<file path="src/hdl/tti_pkg.sv">
// tti_pkg: shared widths, calibration tables and types of the thermistor
// table interpolator. No dependencies; used by tti_divider and the top level.
`default_nettype none

package tti_pkg;

  // field widths
  localparam int CODE_W   = 12;
  localparam int TEMP_W   = 17;
  localparam int STATUS_W = 2;
  localparam int PROD_W   = CODE_W + TEMP_W;

  // calibration table
  localparam int CAL_LEN = 32;
  localparam int SEG_W   = $clog2(CAL_LEN);

  // parameter defaults
  localparam int DEF_TABLE_SIZE = 32;
  localparam int DEF_ADC_BITS   = 12;

  // divider: quotient bits resolved per pipeline stage
  localparam int DIV_STEPS  = 3;
  localparam int DIV_STAGES = (TEMP_W + DIV_STEPS - 1) / DIV_STEPS;

  // clamp temperatures in millidegrees
  localparam logic [TEMP_W-1:0] CLAMP_LOW_MDEG  = TEMP_W'(11999);
  localparam logic [TEMP_W-1:0] CLAMP_HIGH_MDEG = TEMP_W'(93999);

  // breakpoint converter codes, strictly falling
  localparam logic [CODE_W-1:0] CAL_CODE [CAL_LEN] = '{
    12'd2917, 12'd2890, 12'd2853, 12'd2816, 12'd2793, 12'd2754, 12'd2729, 12'd2692,
    12'd2569, 12'd2523, 12'd2488, 12'd2474, 12'd2454, 12'd2435, 12'd2349, 12'd2290,
    12'd2182, 12'd2087, 12'd2023, 12'd1928, 12'd1823, 12'd1783, 12'd1632, 12'd1531,
    12'd1452, 12'd1140, 12'd1002, 12'd914,  12'd856,  12'd821,  12'd703,  12'd613
  };

  // breakpoint temperatures in millidegrees, rising
  localparam logic [TEMP_W-1:0] CAL_MDEG [CAL_LEN] = '{
    17'd12600, 17'd13500, 17'd14630, 17'd15760, 17'd16500, 17'd17750, 17'd18500,
    17'd19500, 17'd23000, 17'd24400, 17'd25500, 17'd26000, 17'd26500, 17'd27120,
    17'd29660, 17'd31370, 17'd34540, 17'd37310, 17'd39140, 17'd41820, 17'd44990,
    17'd46660, 17'd50950, 17'd52190, 17'd56430, 17'd67870, 17'd73470, 17'd77000,
    17'd80010, 17'd81730, 17'd88030, 17'd93500
  };

  // range status codes
  typedef enum logic [STATUS_W-1:0] {
    ST_INTERP = 2'd0,
    ST_BELOW  = 2'd1,
    ST_ABOVE  = 2'd2
  } status_t;

  // sideband that rides along the divider pipeline
  typedef struct packed {
    logic              pass;   // result is base as is (clamp or empty segment)
    logic              up;     // add quotient to base, else subtract
    logic [TEMP_W-1:0] base;
    status_t           status;
  } side_t;

endpackage

`default_nettype wire

</file>
<file path="src/hdl/thermistor_table_interpolator.sv">
// thermistor_table_interpolator: converter sample to millidegrees by piecewise
// linear interpolation over a constant table. Depends on tti_pkg, tti_divider.
//
//  channel   ports                          direction  transaction
//  input     start, busy, adc_reading       in         start high, busy low
//  result    done, temp_millideg,           out        done high for one cycle
//            range_status
//
// One sample may be accepted every cycle; busy is always low.
// Pipeline: segment search, table lookup, multiply, six divider stages of up
// to three quotient bits each, and the output register.
// Synchronous reset clears the valid bits only; samples in flight are dropped.
// The receiver cannot stall, so results leave on a fixed schedule.
`default_nettype none

module thermistor_table_interpolator
  import tti_pkg::*;
#(
  parameter int TABLE_SIZE = DEF_TABLE_SIZE,
  parameter int ADC_BITS   = DEF_ADC_BITS
) (
  input  wire logic                clk,
  input  wire logic                rst,
  input  wire logic                start,
  output logic                     busy,
  input  wire logic [CODE_W-1:0]   adc_reading,
  output logic                     done,
  output logic [TEMP_W-1:0]        temp_millideg,
  output logic [STATUS_W-1:0]      range_status
);

  localparam int USED_LEN  = (TABLE_SIZE < 2) ? 2 :
                             ((TABLE_SIZE < CAL_LEN) ? TABLE_SIZE : CAL_LEN);
  localparam int MASK_BITS = (ADC_BITS < CODE_W) ? ADC_BITS : CODE_W;
  localparam logic [CODE_W-1:0] X_MASK = CODE_W'((2 ** MASK_BITS) - 1);
  localparam int LATENCY   = 4 + DIV_STAGES;

  assign busy = 1'b0;

  // stage 1: range check and segment search
  logic [CODE_W-1:0] x;
  logic [SEG_W-1:0]  seg;
  status_t           st;

  always_comb begin
    x   = adc_reading & X_MASK;
    seg = '0;
    for (int j = USED_LEN - 1; j >= 1; j--) begin
      if (x >= CAL_CODE[j]) begin
        seg = SEG_W'(j - 1);
      end
    end
    priority if (x >= CAL_CODE[0]) begin
      st = ST_BELOW;
    end else if (x <= CAL_CODE[USED_LEN-1]) begin
      st = ST_ABOVE;
    end else begin
      st = ST_INTERP;
    end
  end

  logic              v1;
  logic [CODE_W-1:0] x1;
  logic [SEG_W-1:0]  seg1;
  status_t           st1;

  always_ff @(posedge clk) begin
    if (rst) begin
      v1 <= 1'b0;
    end else begin
      v1 <= start & ~busy;
    end
  end

  always_ff @(posedge clk) begin
    x1   <= x;
    seg1 <= seg;
    st1  <= st;
  end

  // stage 2: breakpoint lookup, offset, spans and direction
  logic [SEG_W-1:0]  k1;
  logic [CODE_W-1:0] hi_code;
  logic [CODE_W-1:0] lo_code;
  logic [TEMP_W-1:0] lo_mdeg;
  logic [TEMP_W-1:0] hi_mdeg;
  logic [CODE_W-1:0] span;
  logic [CODE_W-1:0] off;
  logic [TEMP_W-1:0] mag;
  side_t             side_c;

  always_comb begin
    k1      = seg1 + SEG_W'(1);
    hi_code = CAL_CODE[seg1];
    lo_code = CAL_CODE[k1];
    lo_mdeg = CAL_MDEG[k1];
    hi_mdeg = CAL_MDEG[seg1];
    span    = hi_code - lo_code;
    off     = x1 - lo_code;
    side_c.up     = hi_mdeg > lo_mdeg;
    mag           = side_c.up ? (hi_mdeg - lo_mdeg) : (lo_mdeg - hi_mdeg);
    side_c.status = st1;
    unique case (st1)
      ST_BELOW: begin
        side_c.pass = 1'b1;
        side_c.base = CLAMP_LOW_MDEG;
      end
      ST_ABOVE: begin
        side_c.pass = 1'b1;
        side_c.base = CLAMP_HIGH_MDEG;
      end
      default: begin
        side_c.pass = (span == '0);
        side_c.base = lo_mdeg;
      end
    endcase
  end

  logic              v2;
  logic [CODE_W-1:0] off2;
  logic [CODE_W-1:0] span2;
  logic [TEMP_W-1:0] mag2;
  side_t             side2;

  always_ff @(posedge clk) begin
    if (rst) begin
      v2 <= 1'b0;
    end else begin
      v2 <= v1;
    end
  end

  always_ff @(posedge clk) begin
    off2  <= off;
    span2 <= span;
    mag2  <= mag;
    side2 <= side_c;
  end

  // stage 3: temperature span times offset
  logic              v3;
  logic [PROD_W-1:0] prod3;
  logic [CODE_W-1:0] span3;
  side_t             side3;

  always_ff @(posedge clk) begin
    if (rst) begin
      v3 <= 1'b0;
    end else begin
      v3 <= v2;
    end
  end

  always_ff @(posedge clk) begin
    prod3 <= {{CODE_W{1'b0}}, mag2} * {{TEMP_W{1'b0}}, off2};
    span3 <= span2;
    side3 <= side2;
  end

  // divide by code span
  logic              vq;
  logic [TEMP_W-1:0] quot;
  side_t             sideq;

  tti_divider u_div (
    .clk       (clk),
    .rst       (rst),
    .in_valid  (v3),
    .dividend  (prod3),
    .divisor   (span3),
    .in_side   (side3),
    .out_valid (vq),
    .quotient  (quot),
    .out_side  (sideq)
  );

  // output stage: apply quotient to base temperature
  logic [TEMP_W-1:0] temp_next;

  always_comb begin
    if (sideq.pass) begin
      temp_next = sideq.base;
    end else if (sideq.up) begin
      temp_next = sideq.base + quot;
    end else begin
      temp_next = sideq.base - quot;
    end
  end

  always_ff @(posedge clk) begin
    if (rst) begin
      done <= 1'b0;
    end else begin
      done <= vq;
    end
  end

  always_ff @(posedge clk) begin
    temp_millideg <= temp_next;
    range_status  <= sideq.status;
  end

  // every accepted sample yields a result after the fixed latency
  a_latency: assert property (@(posedge clk) disable iff (rst)
    (start && !busy) |-> ##LATENCY done)
    else $error("result missing after accepted sample");

  // interpolated offset never exceeds its segment span
  a_segment: assert property (@(posedge clk) disable iff (rst)
    (v1 && st1 == ST_INTERP) |=> (off2 <= span2))
    else $error("sample outside selected segment");

  // clamped results carry the clamp temperatures
  a_clamp: assert property (@(posedge clk) disable iff (rst)
    (done && range_status == ST_BELOW) |-> (temp_millideg == CLAMP_LOW_MDEG))
    else $error("below-range clamp value wrong");

  a_clamp_hi: assert property (@(posedge clk) disable iff (rst)
    (done && range_status == ST_ABOVE) |-> (temp_millideg == CLAMP_HIGH_MDEG))
    else $error("above-range clamp value wrong");

  // interpolated results stay within the calibrated temperatures
  a_bounds: assert property (@(posedge clk) disable iff (rst)
    (done && range_status == ST_INTERP) |->
      (temp_millideg >= CAL_MDEG[0] && temp_millideg <= CAL_MDEG[CAL_LEN-1]))
    else $error("interpolated temperature out of table range");

endmodule

`default_nettype wire

</file>
<file path="src/hdl/tti_divider.sv">
// tti_divider: pipelined restoring divider, up to DIV_STEPS quotient bits per stage,
// with a sideband struct carried alongside. Depends on tti_pkg.
`default_nettype none

module tti_divider
  import tti_pkg::*;
(
  input  wire logic              clk,
  input  wire logic              rst,
  input  wire logic              in_valid,
  input  wire logic [PROD_W-1:0] dividend,
  input  wire logic [CODE_W-1:0] divisor,
  input  wire side_t             in_side,
  output logic                   out_valid,
  output logic [TEMP_W-1:0]      quotient,
  output side_t                  out_side
);

  // per-stage pipeline registers, index 0 is the input
  logic              vld  [DIV_STAGES+1];
  logic [CODE_W-1:0] rem  [DIV_STAGES+1];
  logic [TEMP_W-1:0] dvd  [DIV_STAGES+1];
  logic [TEMP_W-1:0] quo  [DIV_STAGES+1];
  logic [CODE_W-1:0] dsr  [DIV_STAGES+1];
  side_t             side [DIV_STAGES+1];

  // quotient fits TEMP_W bits, so the upper dividend bits start as remainder
  assign vld[0]  = in_valid;
  assign rem[0]  = dividend[PROD_W-1:TEMP_W];
  assign dvd[0]  = dividend[TEMP_W-1:0];
  assign quo[0]  = '0;
  assign dsr[0]  = divisor;
  assign side[0] = in_side;

  for (genvar s = 0; s < DIV_STAGES; s++) begin : g_stage
    localparam int FIRST = s * DIV_STEPS;
    localparam int NSTEP = (TEMP_W - FIRST < DIV_STEPS) ? (TEMP_W - FIRST) : DIV_STEPS;

    logic [CODE_W-1:0] rem_c;
    logic [TEMP_W-1:0] dvd_c;
    logic [TEMP_W-1:0] quo_c;
    logic [CODE_W:0]   trial;

    // shift-compare-subtract steps of this stage
    always_comb begin
      rem_c = rem[s];
      dvd_c = dvd[s];
      quo_c = quo[s];
      trial = '0;
      for (int j = 0; j < NSTEP; j++) begin
        trial = {rem_c, dvd_c[TEMP_W-1]};
        dvd_c = {dvd_c[TEMP_W-2:0], 1'b0};
        if (trial >= {1'b0, dsr[s]}) begin
          trial = trial - {1'b0, dsr[s]};
          quo_c = {quo_c[TEMP_W-2:0], 1'b1};
        end else begin
          quo_c = {quo_c[TEMP_W-2:0], 1'b0};
        end
        rem_c = trial[CODE_W-1:0];
      end
    end

    // stage valid
    always_ff @(posedge clk) begin
      if (rst) begin
        vld[s+1] <= 1'b0;
      end else begin
        vld[s+1] <= vld[s];
      end
    end

    // stage payload
    always_ff @(posedge clk) begin
      rem[s+1]  <= rem_c;
      dvd[s+1]  <= dvd_c;
      quo[s+1]  <= quo_c;
      dsr[s+1]  <= dsr[s];
      side[s+1] <= side[s];
    end
  end

  assign out_valid = vld[DIV_STAGES];
  assign quotient  = quo[DIV_STAGES];
  assign out_side  = side[DIV_STAGES];

endmodule

`default_nettype wire

</file>
<file path="config.mk">
export PLATFORM = sky130hd
export DESIGN_NAME = thermistor_table_interpolator
export DESIGN_NICKNAME = d
export VERILOG_FILES = /design/src/hdl/tti_pkg.sv /design/src/hdl/thermistor_table_interpolator.sv /design/src/hdl/tti_divider.sv
export SDC_FILE = /design/constraint.sdc
export NUM_CORES = 2
export LEC_CHECK = 0
export BUFFER_PORTS_ARGS = -buffer_cell sky130_fd_sc_hd__buf_2
export CAP_MARGIN = 20
export CORE_AREA = 4 4 306 308
export DETAILED_ROUTE_END_ITERATION = 6
export DIE_AREA = 0 0 310 312
export PLACE_DENSITY_LB_ADDON = 0.15
export SYNTH_ARGS = -nofsm -noshare
export SYNTH_HDL_FRONTEND = slang
export SYNTH_SLANG_ARGS = --single-unit
</file>
<file path="constraint.sdc">
create_clock -name clk -period 7.35 [get_ports clk]
set_input_delay 0.3675 -clock clk [delete_from_list [all_inputs] [get_ports clk]]
set_output_delay 0.3675 -clock clk [all_outputs]
set_load 0.01 [all_outputs]
</file>
# After elaboration in Yosys (flattened, before gate mapping)

Memory sizes are Yosys's and may differ from the RTL's.
Index checks and enable logic that the tools add are counted.

Bitwise operators: 2
$lt $le $gt $ge: 53
Reductions and logical operators: 6
Equal/unequal tests: 2
Mux-type cells: 76
Multiply operators: 1
$add $sub $neg: 23

Operator list:

| operator               | count |
|---|---|
| $mux W12               | 20 |
| $ge A13 B12 Y1         | 17 |
| $ge A12 B12 Y1 const B | 18 |
| $sub A12 B12 Y12       | 18 |
| $mux W17               | 7 |
| $ge A12 B11 Y1 const B | 8 |
| $mux W5                | 15 |
| $ge A12 B10 Y1 const B | 6 |
| $sub A17 B17 Y17       | 3 |
| $pmux W17 S2           | 1 |
| $mux W4                | 8 |
| $mul A17 B12 Y29       | 1 |
| $mux W1                | 18 |
| $add A17 B17 Y17       | 1 |
| $gt A17 B17 Y1         | 1 |
| $reduce_or A16 Y1      | 1 |
| $ge A6 B6 Y1 const B   | 2 |
| $le A12 B10 Y1 const B | 1 |
| $logic_not A12 Y1      | 1 |
| $mux W3                | 4 |
| $not A5 Y6             | 2 |
| $reduce_or A8 Y1       | 1 |
| $mux W2                | 3 |
| $add A5 B1 Y5 const B  | 1 |
| 4 further kinds        | 5 |

Memories: 4
Flip-flop bits (word level): 520
Memory bits (read-only): 1856
Output and inout bits: 21

Memories:

| memory           | words | width | read ports | clocked after memory_dff | write ports | line                                | RTL |
|---|---|---|---|---|---|---|---|
| (name not given) | 32    | 17    | 1          | 0                        | 0           | thermistor_table_interpolator.sv:97 | `hi_mdeg = CAL_MDEG[seg1];` |
| (name not given) | 32    | 17    | 1          | 0                        | 0           | thermistor_table_interpolator.sv:96 | `lo_mdeg = CAL_MDEG[k1];` |
| (name not given) | 32    | 12    | 1          | 0                        | 0           | thermistor_table_interpolator.sv:95 | `lo_code = CAL_CODE[k1];` |
| (name not given) | 32    | 12    | 1          | 0                        | 0           | thermistor_table_interpolator.sv:94 | `hi_code = CAL_CODE[seg1];` |

# Logic depth before layout (Yosys ltp)

Word-level depth: 31
Gate-level depth with buffers: 34
Gate-level depth less buffers: 31

# Hierarchy

A second synthesis with hierarchy kept.

Cell total of the unflattened synthesis: 3930
Area total of the unflattened synthesis: 34725.8 µm²

By module, submodules not included:

| module                        | cells an instance | area an instance (µm²) | instances |
|---|---|---|---|
| tti_divider                   | 1881              | 18293.8                | 1 |
| thermistor_table_interpolator | 2049              | 16432.0                | 1 |

# Worst setup path after synthesis

OpenSTA, ideal clock, no wires.

Path type: register -> register
Start: register u_div.dsr[25] (netlist name)
End: register u_div.rem[14] (netlist name)
Stages on the path, launching flop included: 35
Arrival: 6.942 ns
Setup time: 0.121 ns
Slack: 0.287 ns
Cell sequence: dfxtp_1 > inv_1 > ha_1 > nor2b_1 > o2111ai_1 > nand3_1 > and3_1 > o311a_1 > nor2_1 > buf_4 > mux2i_1 > ha_1 > nor2b_4 > o31ai_2 > a2111oi_2 > o31a_1 > o21a_1 > o21a_1 > nor2_2 > inv_2 > buf_2 > o21ai_0 > inv_1 > ha_1 > nor2b_1 > o21ai_0 > a21oi_1 > o21ai_0 > a211oi_1 > nor4_1 > o21ai_0 > a211oi_4 > inv_2 > buf_6 > mux2_4

Longest elaborated chain between the ends: 6
Elaborated cells on any way between the ends: 9
Those cells by class: add/sub: 3; order compare: 3; mux: 3

Ends and longest elaborated chain:

| item                                               | line                                 | RTL |
|---|---|---|
| start: declaration                                 | tti_divider.sv:24                    | `logic [CODE_W-1:0] dsr [DIV_STAGES+1];` |
| start signal: indexed assignment                   | tti_divider.sv:77                    | `dsr[s+1] <= dsr[s];` |
| $sub A12 B12 Y12 or $ge A13 B12 Y1 (tied branches) | tti_divider.sv:54, tti_divider.sv:53 |  |
| $mux W12                                           | tti_divider.sv:53                    | `if (trial >= {1'b0, dsr[s]}) begin` |
| $ge A13 B12 Y1 or $sub A12 B12 Y12 (tied branches) | tti_divider.sv:53, tti_divider.sv:54 |  |
| $mux W12                                           | tti_divider.sv:53                    |  |
| $sub A12 B12 Y12 or $ge A13 B12 Y1 (tied branches) | tti_divider.sv:54, tti_divider.sv:53 |  |
| $mux W12 *                                         | tti_divider.sv:53                    |  |
| net u_div.g_stage[4].trial[2]                      | tti_divider.sv:42                    | `logic [CODE_W:0] trial;` |
| end signal: indexed assignment                     | tti_divider.sv:74                    | `rem[s+1] <= rem_c;` |
| end: declaration                                   | tti_divider.sv:21                    | `logic [CODE_W-1:0] rem [DIV_STAGES+1];` |

The timed path passes the listed nets; every way through them passes the cells marked *.
A chain may end at the register's enable or synchronous reset.

# Final worst setup path

Start: register u_div.dsr[25] (netlist name)
End: register u_div.rem[15] (netlist name)

Longest elaborated chain between the ends: 6
Elaborated cells on any way between the ends: 9
Those cells by class: add/sub: 3; order compare: 3; mux: 3

Ends and longest elaborated chain:

| item                                               | line |
|---|---|
| $sub A12 B12 Y12 or $ge A13 B12 Y1 (tied branches) | tti_divider.sv:54, tti_divider.sv:53 |
| $mux W12                                           | tti_divider.sv:53 |
| $sub A12 B12 Y12 or $ge A13 B12 Y1 (tied branches) | tti_divider.sv:54, tti_divider.sv:53 |
| $mux W12                                           | tti_divider.sv:53 |
| $sub A12 B12 Y12 or $ge A13 B12 Y1 (tied branches) | tti_divider.sv:54, tti_divider.sv:53 |
| $mux W12 *                                         | tti_divider.sv:53 |
| net u_div.g_stage[4].trial[3]                      | tti_divider.sv:42 |

Marks and branches as above.

==> out/qor.yml <==
run_status:
  outcome: "completed"
floorplan:
  start_util: 0.378
  core-area_um2: 91100
  io_pins: 36
  die_h_um: 312
  die-area_um2: 96700
  die_width_um: 310
  fp-row-count: 111
detailed_routing:
  routedWlPerCell_um: 17.7
  wl_mm: 90.5
  firstDrtPassIters: 5
  drc: 0
  via_per_inst: 5.18
  via_count: 26462
  ant_nets: 0
  drtIter0Drc: 1926
yosys:
  synthArstFlopShare: 0
  avgSynthCellArea_um2: 8.97
  seq_area_frac_synth: 0.298
  synth_compound_area_frac: 0.158
  synth_simple_gate_area_frac: 0.143
  synthCells: 3835
  synth_flop_cell: "dfxtp_1"
  synth_edf_count: 0
  synth_seq_cells: 513
  syn_area_um2: 34400
  ys_top_cells_by_area: "dfxtp_1 30%, ha_1 13%, fa_1 9.4%, mux2_2 4.8%, inv_1 4.4%"
  synth_top_family_by_area: "adder cells"
  synth-adder-area-share: 0.224
  syn_nets: 4369
  yosysTopAreaCell: "dfxtp_1"
  synthMuxAreaShare: 0.0640
  ys_warn_count: 0
  synth_top_area_frac: 0.298
  synth-xor-area-share: 0.0519
  synth_cell_types: 101
critical_path:
  arrival_ps: 7460
  worst-path-max-fanout: 12
  crit_path_top_delay_cell: "o311a_1"
  critPathKind: "reg -> reg"
  end_kind: "flop"
  crit_required_ps: 7850
  cp-start-kind: "flop"
  cpPeakStageDelay_ps: 400
sta:
  worst_pin_slew_ps: 1040
  fin_crit_sh: 0.947
  final_hold_viol_count: 0
  fin_crit_ps: 6960
  fin_hold_ws_ps: 40.9
  drv_slew: 0
  rsz0062_at_grt: "yes"
  clock_skew_ps: 72.3
  slew_headroom: 0.302
  fmax_ghz: 0.144
  setup_viol: 0
grt:
  grt_antenna_before_repair: 0
  grt_usage: 0.185
  grt_max_degree: 57
  grt_pass1_vias: 26089
  grt-ovfl-total: 0
  grt_pass1_wl_mm: 144
flow_run:
  drv_cap: 0
finish:
  drive_gt1_frac: 0.112
  n_antenna_cell: 0
  final_nets: 4412
  final_cell_mix: "509 x dfxtp_1, 400 x inv_1, 357 x ha_1"
  utilization: 0.419
  final_common_cell: "dfxtp_1"
  synthToLayoutAreaGrowth_pct: 11.0
  fill_cells: 9074
cts:
  htree_levels: 2
  cts.sinks: 513
  clk_pin_slew_ps: 60
  clock_path_buffers: 3
  cts_tree: "yes"
  cts_root_buf: "clkbuf_16"
  clock_latency_ps: 630
  cts-buffers-inserted: 54
hold_path:
  holdCritPathClass: "in -> reg"
placed_design:
  gp_congestion: 0.910
  hpwlAfterDp_mm: 71.3
  port_buffers: 34
-- Yosys cell counts, drive strengths merged (5+ instances only) --
cell type / n
a2111oi: 14
a211o: 7
a211oi: 31
a21boi: 22
a21o: 70
a21oi: 246
a311o: 5
a31o: 13
a31oi: 35
and2: 82
and3: 18
buf: 34
clkbuf: 98
dfxtp: 513
fa: 162
ha: 357
inv: 404
mux2: 156
mux2i: 39
nand2: 338
nand2b: 29
nand3: 57
nand3b: 5
nand4: 43
nor2: 237
nor2b: 55
nor3: 79
nor4: 12
nor4b: 5
o2111ai: 9
o211ai: 23
o21a: 45
o21ai: 180
o21bai: 30
o221ai: 8
o22ai: 6
o311a: 7
o311ai: 8
o31a: 7
o31ai: 26
or2: 22
or3: 26
or4: 6
xnor2: 144
xor2: 60
-- logic make-up after synthesis --
logic type | Yosys count
XOR/XNOR | 204
adder cells (fa/ha/maj) | 520
AND/OR/NAND/NOR | 1029
multiplexers | 196
other | 1
buffers and inverters | 539
AO/OA/AOI/OAI | 833
flip-flops | 513
-- routing by layer --
layer / vias to the layer above / track usage / share of wire
met3: 128 / 0.0299 / 0.052
met4: 0 / 0.0492 / 0.027
li1: 13283 / - / -
met1: 12441 / 0.263 / 0.48
met5: - / 0 / 0
met2: 610 / 0.291 / 0.44
-- sequential cells by signal, summed over array words and instances (netlist names), 5 cells and up --
signal	cells
seg1	5
u_div.side	105
u_div.rem	60
side3	21
side2	21
span2	12
mag2	16
u_div.quotient	17
span3	12
temp_millideg	17
prod3	28
u_div.dsr	60
u_div.quo	45
u_div.out_side	21
u_div.dvd	35
off2	12
u_div.vld	5
x1	12
-- metrics by stage --
stage	cells	TNS (ps)	setup slack, ps	instance area [µm²]
after detailed placement	5001	-91.6	-13.9	36100
after global placement	5001	0	120	36100
after global routing	5105	-259	-35.0	38200
after floorplan	3835	0	287	34400
final	5105	0	391	38200
after CTS	5103	0	59.4	38100
-- path summary, 6_finish.rpt --
path / startpoint / end / slack [ps] / depth (start not counted)
min reg2reg: u_div.side[86] / u_div.side[65] / 280 / 0
max reg2reg: u_div.dsr[25] / u_div.rem[15] / 390 / 30
max: u_div.dsr[25] / u_div.rem[15] / 390 / 30
min: rst / v1 / 40 / 2
-- critical path, delay by kind of cell (launching register included) --
family / cells / cell delay (ps)
AOI/OAI and AO/OA: 14 / 2730
buffers and inverters: 4 / 590
muxes: 3 / 1030
adders and majority gates: 3 / 1010
and+or+nand+nor: 6 / 1080
DFF: 1 / 390
-- area by class of cell --
class | count | area, µm² | share of cell area
flip-flops and latches | 513 | 10300 | 0.269
well taps | 1186 | 1480 | 0.0388
clock inverters | 29 | 444 | 0.0116
inverters | 407 | 1530 | 0.0401
clock buffers | 68 | 1440 | 0.0378
multi-input cells | 2783 | 22200 | 0.581
repair buffers | 119 | 837 | 0.0219
-- timing repair --
item                                    in CTS  in global routing
setup buffers                                0                  2
hold buffers                                 5                  0
endpoints found under the setup margin      10                 49
pin swaps                                    0                  4
hold endpoints to repair                     5                  0
gates resized for setup                      1                 31
Power is not shown: default switching activity piles up to over one toggle a cycle in this logic, so the estimate is an artifact.
